File: config.mk
export PLATFORM = sky130hd
export DESIGN_NAME = differential_drive_odometry
export DESIGN_NICKNAME = d
export VERILOG_FILES = /design/src/hdl/ddo_pkg.sv /design/src/hdl/ddo_dpath.sv /design/src/hdl/ddo_ctrl.sv /design/src/hdl/differential_drive_odometry.sv
export SDC_FILE = /design/constraint.sdc
export NUM_CORES = 2
export LEC_CHECK = 0
export ABC_AREA = 0
export BUFFER_PORTS_ARGS = -buffer_cell sky130_fd_sc_hd__buf_2
export CAP_MARGIN = 10
export CORE_MARGIN = 5
export CORE_UTILIZATION = 65
export DETAILED_ROUTE_END_ITERATION = 6
export PLACE_DENSITY_LB_ADDON = 0.1
export SLEW_MARGIN = 5
export SYNTH_ARGS = -nofsm -noshare
export SYNTH_HDL_FRONTEND = slang
export SYNTH_SLANG_ARGS = --single-unit
File: constraint.sdc
create_clock -name i_clk -period 14.1 [get_ports i_clk]
set_clock_uncertainty 0.05 [all_clocks]
set_input_delay 1.41 -clock i_clk [delete_from_list [all_inputs] [get_ports i_clk]]
set_output_delay 1.41 -clock i_clk [all_outputs]
set_load 0.01 [all_outputs]
File: src/hdl/ddo_pkg.sv
// types and constants shared by the odometry modules
`default_nettype none
package ddo_pkg;

    typedef struct packed {
        logic               op;
        logic signed [15:0] left_travel;
        logic signed [15:0] right_travel;
    } t_in_word;

    typedef struct packed {
        logic signed [31:0] pos_x;
        logic signed [31:0] pos_y;
        logic signed [15:0] heading;
        logic               held;
    } t_out_word;

    localparam int ATAN_ENTRIES = 24;
    localparam int STEP_W       = $clog2(ATAN_ENTRIES);

    // atan(2^-i) in units of 2^-32 turn
    localparam logic [31:0] ATAN_TURN32 [ATAN_ENTRIES] = '{
        32'd536870912, 32'd316933406, 32'd167458907, 32'd85004756, 32'd42667331,
        32'd21354465,  32'd10679838,  32'd5340245,   32'd2670163,  32'd1335087,
        32'd667544,    32'd333772,    32'd166886,    32'd83443,    32'd41722,
        32'd20861,     32'd10430,     32'd5215,      32'd2608,     32'd1304,
        32'd652,       32'd326,       32'd163,       32'd81
    };

    localparam logic signed [33:0] CORDIC_GAIN = 34'sd652032874;
    localparam logic signed [33:0] INV_PI_Q32  = 34'sd1367130551;

    localparam int DIV_BITS  = 50;
    localparam int DIV_CNT_W = $clog2(DIV_BITS);

    // ceil(2^32 / 25), exact for the quotients seen here
    localparam logic [27:0] RECIP_25 = 28'd171798692;
    localparam logic [55:0] HALF_25  = 56'd13421772800;

    typedef enum logic [3:0] {
        DP_NOP,
        DP_LOAD,
        DP_CLEAR,
        DP_MULN,
        DP_DIVINIT,
        DP_DIVSTEP,
        DP_ANGLE,
        DP_ROT,
        DP_MULC,
        DP_MULS,
        DP_ROUND,
        DP_RECIP,
        DP_ADDX,
        DP_ADDY,
        DP_OUT
    } t_dp_op;

    typedef struct packed {
        logic is_clear;
        logic axle_zero;
        logic div_last;
        logic rot_last;
    } t_dp_sts;

endpackage
`default_nettype wire

File: src/hdl/ddo_dpath.sv
// odometry datapath: divider, cordic, shared multiplier and pose registers
`default_nettype none
module ddo_dpath #(
    parameter int CORDIC_STEPS = 16
) (
    input  wire                i_clk,
    input  wire                i_rst_n,
    input  ddo_pkg::t_dp_op    i_op,
    input  ddo_pkg::t_in_word  i_in_data,
    input  wire                i_cfg_valid,
    input  wire         [15:0] i_cfg_data,
    output ddo_pkg::t_dp_sts   o_sts,
    output ddo_pkg::t_out_word o_out_data
);
    import ddo_pkg::*;

    localparam int NSTEP = (CORDIC_STEPS < ATAN_ENTRIES) ? CORDIC_STEPS : ATAN_ENTRIES;

    logic        [15:0]          r_axle;
    logic signed [31:0]          r_px;
    logic signed [31:0]          r_py;
    logic        [15:0]          r_yaw;
    logic                        r_is_clear;
    logic                        r_held;
    logic signed [16:0]          r_sum;
    logic signed [16:0]          r_diff;
    logic signed [50:0]          r_prod;
    logic                        r_neg;
    logic        [49:0]          r_num;
    logic        [15:0]          r_rem;
    logic        [33:0]          r_quo;
    logic        [DIV_CNT_W-1:0] r_dcnt;
    logic        [33:0]          r_d34;
    logic        [1:0]           r_quad;
    logic signed [33:0]          r_x;
    logic signed [33:0]          r_y;
    logic signed [33:0]          r_z;
    logic        [STEP_W-1:0]    r_i;
    logic        [23:0]          r_t;
    logic        [19:0]          r_q;
    t_out_word                   r_out;

    logic signed [16:0] mul_a;
    logic signed [33:0] mul_b;
    logic signed [50:0] mul_p;
    logic        [50:0] prod_mag;
    logic        [16:0] rem_sh;
    logic               rem_ge;
    logic        [16:0] rem_nx;
    logic        [33:0] d34;
    logic        [33:0] mid34;
    logic        [31:0] ang;
    logic        [31:0] ang_q;
    logic        [1:0]  quad;
    logic        [31:0] resid;
    logic signed [33:0] xs;
    logic signed [33:0] ys;
    logic signed [33:0] atan_v;
    logic signed [33:0] cos_v;
    logic signed [33:0] sin_v;
    logic        [55:0] rnd;
    logic        [51:0] rq;
    logic        [31:0] delta;
    logic        [33:0] yaw_sum;

    always_comb begin
        cos_v = r_x;
        sin_v = r_y;
        case (r_quad)
            2'd0: begin cos_v = r_x;  sin_v = r_y;  end
            2'd1: begin cos_v = -r_y; sin_v = r_x;  end
            2'd2: begin cos_v = -r_x; sin_v = -r_y; end
            default: begin cos_v = r_y; sin_v = -r_x; end
        endcase
    end

    always_comb begin
        mul_a = r_sum;
        mul_b = cos_v;
        case (i_op)
            DP_MULN: begin mul_a = r_diff; mul_b = INV_PI_Q32; end
            DP_MULS: begin mul_a = r_sum;  mul_b = sin_v;      end
            default: begin mul_a = r_sum;  mul_b = cos_v;      end
        endcase
    end

    assign mul_p    = mul_a * mul_b;
    assign prod_mag = r_prod[50] ? 51'(-r_prod) : 51'(r_prod);

    // restoring divider, one quotient bit per cycle
    assign rem_sh = {r_rem, r_num[49]};
    assign rem_ge = rem_sh >= {1'b0, r_axle};
    assign rem_nx = rem_ge ? (rem_sh - {1'b0, r_axle}) : rem_sh;

    assign d34    = r_neg ? (34'd0 - r_quo) : r_quo;
    assign mid34  = {r_yaw, 18'd0} + d34;
    assign ang    = mid34[33:2];
    assign ang_q  = ang + 32'h2000_0000;
    assign quad   = ang_q[31:30];
    assign resid  = ang - {quad, 30'd0};

    assign xs     = r_x >>> r_i;
    assign ys     = r_y >>> r_i;
    assign atan_v = signed'({2'b00, ATAN_TURN32[r_i]});

    assign rnd     = {prod_mag[50:0], 5'd0} + HALF_25;
    assign rq      = r_t * RECIP_25;
    assign delta   = r_neg ? (32'd0 - {12'd0, r_q}) : {12'd0, r_q};
    assign yaw_sum = r_d34 + 34'h0_0001_0000;

    always_ff @(posedge i_clk) begin
        if (!i_rst_n) begin
            r_axle <= '0;
            r_px   <= '0;
            r_py   <= '0;
            r_yaw  <= '0;
            r_dcnt <= '0;
            r_i    <= '0;
        end else begin
            if (i_cfg_valid) begin
                r_axle <= i_cfg_data;
            end
            unique case (i_op) inside
                DP_LOAD: begin
                    r_is_clear <= i_in_data.op;
                    r_held     <= !i_in_data.op && (r_axle == 16'd0);
                    r_sum      <= 17'(i_in_data.left_travel) + 17'(i_in_data.right_travel);
                    r_diff     <= 17'(i_in_data.right_travel) - 17'(i_in_data.left_travel);
                end
                DP_CLEAR: begin
                    r_px  <= '0;
                    r_py  <= '0;
                    r_yaw <= '0;
                end
                DP_MULN, DP_MULC, DP_MULS: begin
                    r_prod <= mul_p;
                end
                DP_DIVINIT: begin
                    r_num  <= prod_mag[49:0] + {35'd0, r_axle[15:1]};
                    r_rem  <= '0;
                    r_quo  <= '0;
                    r_neg  <= r_prod[50];
                    r_dcnt <= '0;
                end
                DP_DIVSTEP: begin
                    r_rem  <= rem_nx[15:0];
                    r_num  <= {r_num[48:0], 1'b0};
                    r_quo  <= {r_quo[32:0], rem_ge};
                    r_dcnt <= r_dcnt + 1'b1;
                end
                DP_ANGLE: begin
                    r_d34  <= d34;
                    r_quad <= quad;
                    r_z    <= signed'({{2{resid[31]}}, resid});
                    r_x    <= CORDIC_GAIN;
                    r_y    <= '0;
                    r_i    <= '0;
                end
                DP_ROT: begin
                    if (!r_z[33]) begin
                        r_x <= r_x - ys;
                        r_y <= r_y + xs;
                        r_z <= r_z - atan_v;
                    end else begin
                        r_x <= r_x + ys;
                        r_y <= r_y - xs;
                        r_z <= r_z + atan_v;
                    end
                    r_i <= r_i + 1'b1;
                end
                DP_ROUND: begin
                    r_t   <= rnd[53:30];
                    r_neg <= r_prod[50];
                end
                DP_RECIP: begin
                    r_q <= rq[51:32];
                end
                DP_ADDX: begin
                    r_px <= r_px + signed'(delta);
                end
                DP_ADDY: begin
                    r_py  <= r_py + signed'(delta);
                    r_yaw <= r_yaw + yaw_sum[32:17];
                end
                DP_OUT: begin
                    r_out.pos_x   <= r_px;
                    r_out.pos_y   <= r_py;
                    r_out.heading <= signed'(r_yaw);
                    r_out.held    <= r_held;
                end
                default: begin
                end
            endcase
        end
    end

    assign o_sts.is_clear  = r_is_clear;
    assign o_sts.axle_zero = (r_axle == 16'd0);
    assign o_sts.div_last  = (r_dcnt == DIV_CNT_W'(DIV_BITS - 1));
    assign o_sts.rot_last  = (r_i == STEP_W'(NSTEP - 1));
    assign o_out_data      = r_out;

endmodule
`default_nettype wire

File: src/hdl/ddo_ctrl.sv
// odometry sequencer: steps the datapath through one word
`default_nettype none
module ddo_ctrl (
    input  wire              i_clk,
    input  wire              i_rst_n,
    input  wire              i_in_valid,
    output logic             o_in_stall,
    output logic             o_out_valid,
    input  wire              i_out_stall,
    input  ddo_pkg::t_dp_sts i_sts,
    output ddo_pkg::t_dp_op  o_op
);
    import ddo_pkg::*;

    typedef enum logic [3:0] {
        S_IDLE,
        S_DECIDE,
        S_MULN,
        S_DIVINIT,
        S_DIV,
        S_ANGLE,
        S_ROT,
        S_MULC,
        S_RNDC,
        S_RECC,
        S_ADDX,
        S_MULS,
        S_RNDS,
        S_RECS,
        S_ADDY,
        S_OUT
    } t_state;

    t_state r_state, n_state;
    logic   r_in_stall, n_in_stall;
    logic   r_out_valid, n_out_valid;
    t_dp_op op;

    always_comb begin
        n_state     = r_state;
        n_in_stall  = r_in_stall;
        n_out_valid = r_out_valid && i_out_stall;
        op          = DP_NOP;
        unique case (r_state)
            S_IDLE: begin
                if (i_in_valid) begin
                    op         = DP_LOAD;
                    n_in_stall = 1'b1;
                    n_state    = S_DECIDE;
                end
            end
            S_DECIDE: begin
                if (i_sts.is_clear) begin
                    op      = DP_CLEAR;
                    n_state = S_OUT;
                end else if (i_sts.axle_zero) begin
                    n_state = S_OUT;
                end else begin
                    n_state = S_MULN;
                end
            end
            S_MULN:    begin op = DP_MULN;    n_state = S_DIVINIT; end
            S_DIVINIT: begin op = DP_DIVINIT; n_state = S_DIV;     end
            S_DIV: begin
                op = DP_DIVSTEP;
                if (i_sts.div_last) n_state = S_ANGLE;
            end
            S_ANGLE:   begin op = DP_ANGLE;   n_state = S_ROT;     end
            S_ROT: begin
                op = DP_ROT;
                if (i_sts.rot_last) n_state = S_MULC;
            end
            S_MULC: begin op = DP_MULC;  n_state = S_RNDC; end
            S_RNDC: begin op = DP_ROUND; n_state = S_RECC; end
            S_RECC: begin op = DP_RECIP; n_state = S_ADDX; end
            S_ADDX: begin op = DP_ADDX;  n_state = S_MULS; end
            S_MULS: begin op = DP_MULS;  n_state = S_RNDS; end
            S_RNDS: begin op = DP_ROUND; n_state = S_RECS; end
            S_RECS: begin op = DP_RECIP; n_state = S_ADDY; end
            S_ADDY: begin op = DP_ADDY;  n_state = S_OUT;  end
            S_OUT: begin
                // wait until the output register is free
                if (!r_out_valid || !i_out_stall) begin
                    op          = DP_OUT;
                    n_out_valid = 1'b1;
                    n_in_stall  = 1'b0;
                    n_state     = S_IDLE;
                end
            end
            default: n_state = S_IDLE;
        endcase
    end

    always_ff @(posedge i_clk) begin
        if (!i_rst_n) begin
            r_state     <= S_IDLE;
            r_in_stall  <= 1'b0;
            r_out_valid <= 1'b0;
        end else begin
            r_state     <= n_state;
            r_in_stall  <= n_in_stall;
            r_out_valid <= n_out_valid;
        end
    end

    assign o_in_stall  = r_in_stall;
    assign o_out_valid = r_out_valid;
    assign o_op        = op;

endmodule
`default_nettype wire

File: src/hdl/differential_drive_odometry.sv
// top level of the differential drive odometry block
//
//   channel | direction | handshake               | word
//   in      | input     | i_in_valid/o_in_stall   | t_in_word
//   out     | output    | o_out_valid/i_out_stall | t_out_word
//   cfg     | input     | i_cfg_valid/o_cfg_ready | axle length, 16 bit
//
// one word at a time; an integrate word passes the 50-step divider and the cordic loop of
// min(CORDIC_STEPS, 24) steps between accept and result
// clear and held words skip both; the next word can be taken in the same cycle as the result
// reset is synchronous, active low, and leaves the pose and axle length at zero
// a stalled result stays in the output register while the next word is taken
`default_nettype none
module differential_drive_odometry #(
    parameter int CORDIC_STEPS = 16
) (
    input  wire                i_clk,
    input  wire                i_rst_n,
    input  wire                i_in_valid,
    output logic               o_in_stall,
    input  ddo_pkg::t_in_word  i_in_data,
    output logic               o_out_valid,
    input  wire                i_out_stall,
    output ddo_pkg::t_out_word o_out_data,
    input  wire                i_cfg_valid,
    output logic               o_cfg_ready,
    input  wire         [15:0] i_cfg_data
);
    import ddo_pkg::*;

    t_dp_op  op;
    t_dp_sts sts;

    assign o_cfg_ready = 1'b1;

    ddo_ctrl u_ctrl (
        .i_clk       (i_clk),
        .i_rst_n     (i_rst_n),
        .i_in_valid  (i_in_valid),
        .o_in_stall  (o_in_stall),
        .o_out_valid (o_out_valid),
        .i_out_stall (i_out_stall),
        .i_sts       (sts),
        .o_op        (op)
    );

    ddo_dpath #(
        .CORDIC_STEPS (CORDIC_STEPS)
    ) u_dpath (
        .i_clk       (i_clk),
        .i_rst_n     (i_rst_n),
        .i_op        (op),
        .i_in_data   (i_in_data),
        .i_cfg_valid (i_cfg_valid),
        .i_cfg_data  (i_cfg_data),
        .o_sts       (sts),
        .o_out_data  (o_out_data)
    );

endmodule
`default_nettype wire

* Yosys cells after proc, flatten, opt, wreduce, memory -nomap -nowiden
Memories as Yosys holds them, arrays and structs flattened.
Cells that the tools add are included.
** Operators by class
- Add/subtract/negate cells :: 25
- Multiply operators :: 2
- Order comparisons :: 2
- Equal/unequal tests :: 37
- Shift-type cells :: 2
- Multiplexer cells :: 40
- Bitwise operators :: 1
- Reduce and logical (&&, ||, !) cells :: 29
** Operator list (number)
- case mux 34 bit (2 select lines) :: 5
- case mux 34 bit (3 select lines) :: 2
- two-way mux 34 bit :: 4
- case mux 32 bit (2 select lines) :: 2
- adder 34 bit :: 3
- case mux 50 bit (2 select lines) :: 1
- two-way mux 32 bit :: 3
- negation 34 bit :: 2
- >>> shifter 34 x 5 -> 34 bit :: 2
- subtractor 34 bit :: 2
- adder 32 bit :: 2
- case mux 16 bit (2 select lines) :: 2
- case mux 4 bit (16 select lines) :: 1
- == test 4 bit (second input constant) :: 15
- case mux 4 bit (14 select lines) :: 1
- adder 54 x 34 -> 54 bit (second input constant) :: 1
- multiplier 17 x 34 -> 51 bit :: 1
- adder 50 x 15 -> 50 bit :: 1
- multiplier 24 x 26 -> 50 bit (second input constant) :: 1
- two-way mux 50 bit :: 1
- negation 50 bit :: 1
- adder 34 x 33 -> 34 bit :: 1
- subtractor 1 x 34 -> 34 bit (first input constant) :: 1
- subtractor 34 x 33 -> 34 bit :: 1
- 42 further kinds :: 82
** Storage, ports and cells
- Register bits after elaboration :: 563
- ROM bits :: 1024
- Input port bits :: 54
- Output and inout port bits :: 84
- Memories kept :: 1
** Memories
- (name not given) :: depth 32, width 32, rd ports 1, clocked after memory_dff 0, write ports 0, RTL line ddo_dpath.sv:104 : assign atan_v = signed'({2'b00, ATAN_TURN32[r_i]});

* Logic depth before layout (Yosys ltp)
- Word-level depth :: 7
- Mapped depth :: 37

* Modules after synthesis
A second synthesis with hierarchy kept.
** Unflattened totals
- Cells, all modules :: 8000
- Area, all modules :: 73654.4 um2
** By module, submodules not included
- ddo_dpath :: times used 1, cells an instance 7945, area each 73204.0 um2, seq. area each 15144.5 um2
- ddo_ctrl :: times used 1, cells an instance 53, area each 439.2 um2, seq. area each 120.1 um2
- differential_drive_odometry :: times used 1, cells an instance 2, area each 11.3 um2, seq. area each 0.0 um2

* Least setup slack after synthesis
Ideal clock, no wire load.
- Kind :: flip-flop to flip-flop
- From :: register u_dpath.r_x[2]
- To :: register u_dpath.r_prod[50], data pin
- Data arrival time :: 9.009 ns
- Required time :: 13.790 ns
- Slack :: 4.781 ns
- Cell stages (with the launch flop) :: 35
- Period minus slack after synthesis :: 9.319 ns
- Path through :: edfxtp_1 -> clkbuf_1 -> or4_1 -> nor4_2 -> nand2_1 -> or4_1 -> or3_1 -> xnor2_1 -> a31o_2 -> a221o_1 -> clkbuf_1 -> nor2_1 -> fa_1 -> fa_1 -> inv_1 -> fa_1 -> inv_1 -> fa_1 -> fa_1 -> inv_1 -> fa_1 -> inv_1 -> ha_1 -> a211o_1 -> a31oi_1 -> o221ai_1 -> a41oi_1 -> o21ai_0 -> a31oi_1 -> o31ai_1 -> a31o_2 -> o21ai_0 -> nand2b_1 -> a21oi_1 -> xnor2_1
** Between the ends
- Cells in the longest elaborated chain, start to end :: 4
** RTL lines
- from (decl) :: RTL line ddo_dpath.sv:35 : logic signed [33:0] r_x;
- from (signal assigned) :: RTL line ddo_dpath.sv:161 : r_x <= r_x - ys;
- from (signal assigned) :: RTL line ddo_dpath.sv:165 : r_x <= r_x + ys;
- negation 34 bit :: RTL line ddo_dpath.sv:72, ddo_dpath.sv:73
- case mux 34 bit (3 select lines) :: RTL line ddo_dpath.sv:69 : case (r_quad)
- case mux 34 bit (2 select lines) * :: RTL line ddo_dpath.sv:80 : case (i_op)
- multiplier 17 x 34 -> 51 bit * :: RTL line ddo_dpath.sv:87 : assign mul_p = mul_a * mul_b;
- net u_dpath.mul_p[50] :: RTL line ddo_dpath.sv:45 : logic signed [50:0] mul_p;
- to (signal assigned) :: RTL line ddo_dpath.sv:136 : r_prod <= mul_p;
- to (decl) :: RTL line ddo_dpath.sv:27 : logic signed [50:0] r_prod;
The timed path passes the listed nets; every way through them passes the cells marked *.
A chain may end at the register's enable or synchronous reset.

* Final worst setup path
- From :: register u_dpath.r_x[3]
- To :: register u_dpath.r_prod[50], data pin
The elaborated chain is that of the path after synthesis.

==> flow_summary.yaml <==
outcome:
  status: "finished, violations left"
  violations: "DRC"
logic_synthesis:
  synth-seq-area-share: 0.209
  ys_ff_latch: 546
  post-synth-top-count-cell: "inv_1"
  synth_area_leaders: "fa_1, edfxtp_1, ha_1"
  synth-edff-count: 433
  synth_common_cells: "inv_1, nor2_1, fa_1"
  ys.warnings.count: 0
  yosysUniqueCellTypes: 102
  async_reset_ff_frac: 0
  synth_ff_type: "edfxtp_1"
  yosysTopAreaCell: "fa_1"
  avgSynthCellArea_um2: 9.14
  yosysTopAreaCellShare: 0.209
  syn-num-nets: 9450
  syn_area_um2: 73000
  synthesis.instances: 7986
global_routing:
  grt_pass1_wl_um: 326000
  grt_overflow: 0
  antenna_found_initial: 8
  grt_pass1_vias: 59716
  grt_max_degree: 93
  grt_usage: 0.341
critical_path:
  crit_path_start_kind: "register"
  slowest_stage: "fa_1"
  crit_required_ns: 14.45
  worstPathArrival_ns: 10.89
  cp_max_fo: 22
  path_buf_inv: 3
  endpoint_kind: "register"
  cpPeakStageDelay_ns: 0.81
  cp_top_family: "adder cells"
  cp_common_cell: "fa_1"
  path_class: "register to register"
finish:
  nNetsFinal: 9423
  regArea_um2: 15300
  num-fill-cells: 9040
  multi_input_area_um2: 52500
  drive_gt1_frac: 0.0773
  final_cell_count_no_fill: 9518
  area.growth.synth_to_final_pct: 6.30
floorplan:
  start_util: 0.652
  die_x_um: 345
  fp.coreArea_um2: 112000
  die-area_um2: 119000
  row_count: 123
  ios: 138
  die_h_um: 345
timing:
  worst_pin_slew_ns: 1.21
  max_slew_margin: 0.194
  hold_viol: 0
  max_clock_freq_mhz: 94.9
  finalCritPeriodShare: 0.747
  min_period_ns: 10.54
  setup-tns-final_ns: 0
  holdWs_ns: 0.403
  rsz0062_at_grt: "no"
  final_max_slew_viol_count: 0
  finalSetupViolations: 0
clocking:
  cts_sinks: 546
  h-tree-depth: 3
  cts.repair.resized: 0
  cts_buffers: 67
  post_cts_buffers: 0
  cts-root-buf: "clkbuf_16"
  tritoncts: "done"
  clock_path_buffers: 3
  path_clk_slew_ns: 0.06
  postCtsHoldBufs: 0
  clk_latency_ns: 0.67
place:
  dp.final_hpwl_um: 159000
  portBuffers: 136
  place_congestion: 0.991
  dp_cells: 9390
routing:
  wl_per_cell_um: 21.6
  dr.pass1.iters: 7
  via_per_inst: 6.22
  drt-initial-drc-count: 5277
  vias: 59203
  ant_nets: 0
  drt_wl_total_um: 206000
  drc: 29
min_path:
  hp-class: "register to register"
job:
  cap_violations: 0
## flip-flops by register name (all words and copies together), names as in the netlist, 4 cells and up
register,cells
u_dpath.r_x,34
u_dpath.r_z,34
u_dpath.r_i,5
u_dpath.r_d34,17
u_dpath.r_prod,51
u_dpath.r_quo,34
u_dpath.r_yaw,16
u_ctrl.r_state,4
u_dpath.r_rem,16
u_dpath.r_axle,16
u_dpath.r_q,20
u_dpath.r_px,32
u_dpath.r_sum,16
u_dpath.r_num,50
u_dpath.r_diff,17
u_dpath.o_out_data,81
u_dpath.r_t,24
u_dpath.r_py,32
u_dpath.r_y,34
u_dpath.r_dcnt,6
## layout by cell type (no fill, tap or decap), types with 16 or more instances in the layout
| cell type | count |
|---|---|
| o211ai_1 | 29 |
| o31ai_1 | 46 |
| or3_1 | 44 |
| clkbuf_16 | 68 |
| buf_4 | 124 |
| buf_2 | 137 |
| or2_2 | 29 |
| nand4_1 | 31 |
| and2_1 | 107 |
| ha_1 | 647 |
| and3_1 | 41 |
| o22ai_1 | 31 |
| nor4_1 | 25 |
| o21bai_1 | 41 |
| nand2b_1 | 89 |
| a211oi_1 | 54 |
| dfxtp_1 | 108 |
| a21o_1 | 153 |
| a31oi_1 | 68 |
| a41oi_1 | 18 |
| nand3_1 | 101 |
| o21ai_0 | 329 |
| a22oi_1 | 66 |
| nor2b_1 | 67 |
| o21a_1 | 38 |
| inv_1 | 1063 |
| edfxtp_1 | 433 |
| a31o_2 | 16 |
| xnor2_1 | 356 |
| nor3_1 | 108 |
| fa_1 | 763 |
| mux4_2 | 88 |
| xor2_1 | 219 |
| mux2_2 | 58 |
| mux2i_1 | 116 |
| nand2_1 | 633 |
| a221oi_1 | 29 |
| a21oi_1 | 425 |
| nor2_1 | 827 |
| or4_1 | 22 |
## cell families (layout without fill, tap and decap cells)
logic type	count (synthesis)	after routing	synth area share
AND/OR/NAND/NOR	2216	2216	0.139
AO/OA/AOI/OAI	1540	1540	0.136
buffers and inverters	1427	1453	0.0737
adder cells (fa/ha/maj)	1410	1410	0.320
XOR/XNOR	575	575	0.0690
flip-flops	546	546	0.209
multiplexers	271	271	0.0532
other	1	7	0.0000514
## cell type report
| cell class | instances | share of cell area |
|---|---|---|
| Antenna cell | 6 | 0.000193 |
| Tap cell | 1500 | 0.0242 |
| Clock buffer | 81 | 0.0229 |
| Clock inverter | 41 | 0.00630 |
| Timing Repair Buffer | 262 | 0.0210 |
| Inverter | 1069 | 0.0517 |
| Multi-Input combinational cell | 6013 | 0.677 |
| Sequential cell | 546 | 0.197 |
## stage by stage
step	instance area, µm²	utilization	setup WS (ns)
2_1_floorplan	73000	-	4.78
3_3_place_gp	75300	0.672	3.82
3_5_place_dp	75300	0.672	3.67
4_1_cts	77600	0.692	3.62
5_1_grt	77600	0.693	3.02
6_report	77600	0.693	3.56
## path summary, 6_finish.rpt
kind                                       from                               end  slack (ns)  cells after the start
hold / removal    u_dpath.r_py[25]$_SDFFE_PN0P_  u_dpath.o_out_data[42]$_DFFE_PP_        0.40                      0
setup reg to reg   u_dpath.r_x[3]$_SDFFCE_PN1P_      u_dpath.r_prod[50]$_DFFE_PP_        3.56                     31
hold reg to reg   u_dpath.r_py[25]$_SDFFE_PN0P_  u_dpath.o_out_data[42]$_DFFE_PP_        0.40                      0
setup / recovery   u_dpath.r_x[3]$_SDFFCE_PN1P_      u_dpath.r_prod[50]$_DFFE_PP_        3.56                     31
## per-layer routing
layer  GRT usage  part of all wire  wire length, µm  vias to the layer above
met2       0.565              0.47            97000                     2517
met1       0.445              0.40            81900                    29018
li1            -                 -                -                    27070
met3      0.0612             0.083            17000                      598
met4       0.141             0.047             9760                        0
met5           0                 0                0                        -
## worst register-to-register path, delay by kind of cell (launching register included)
kind                       cells  cell delay (ns)
DFF                            1             0.52
adders and majority gates      7             3.82
buffers and inverters          3             0.34
xor gates and xnor gates       1             0.08
and+or+nand+nor               10             3.38
AOI/OAI and AO/OA             10             2.09
Power is not shown: default switching activity piles up to over one toggle a cycle in this logic, so the estimate is an artifact.
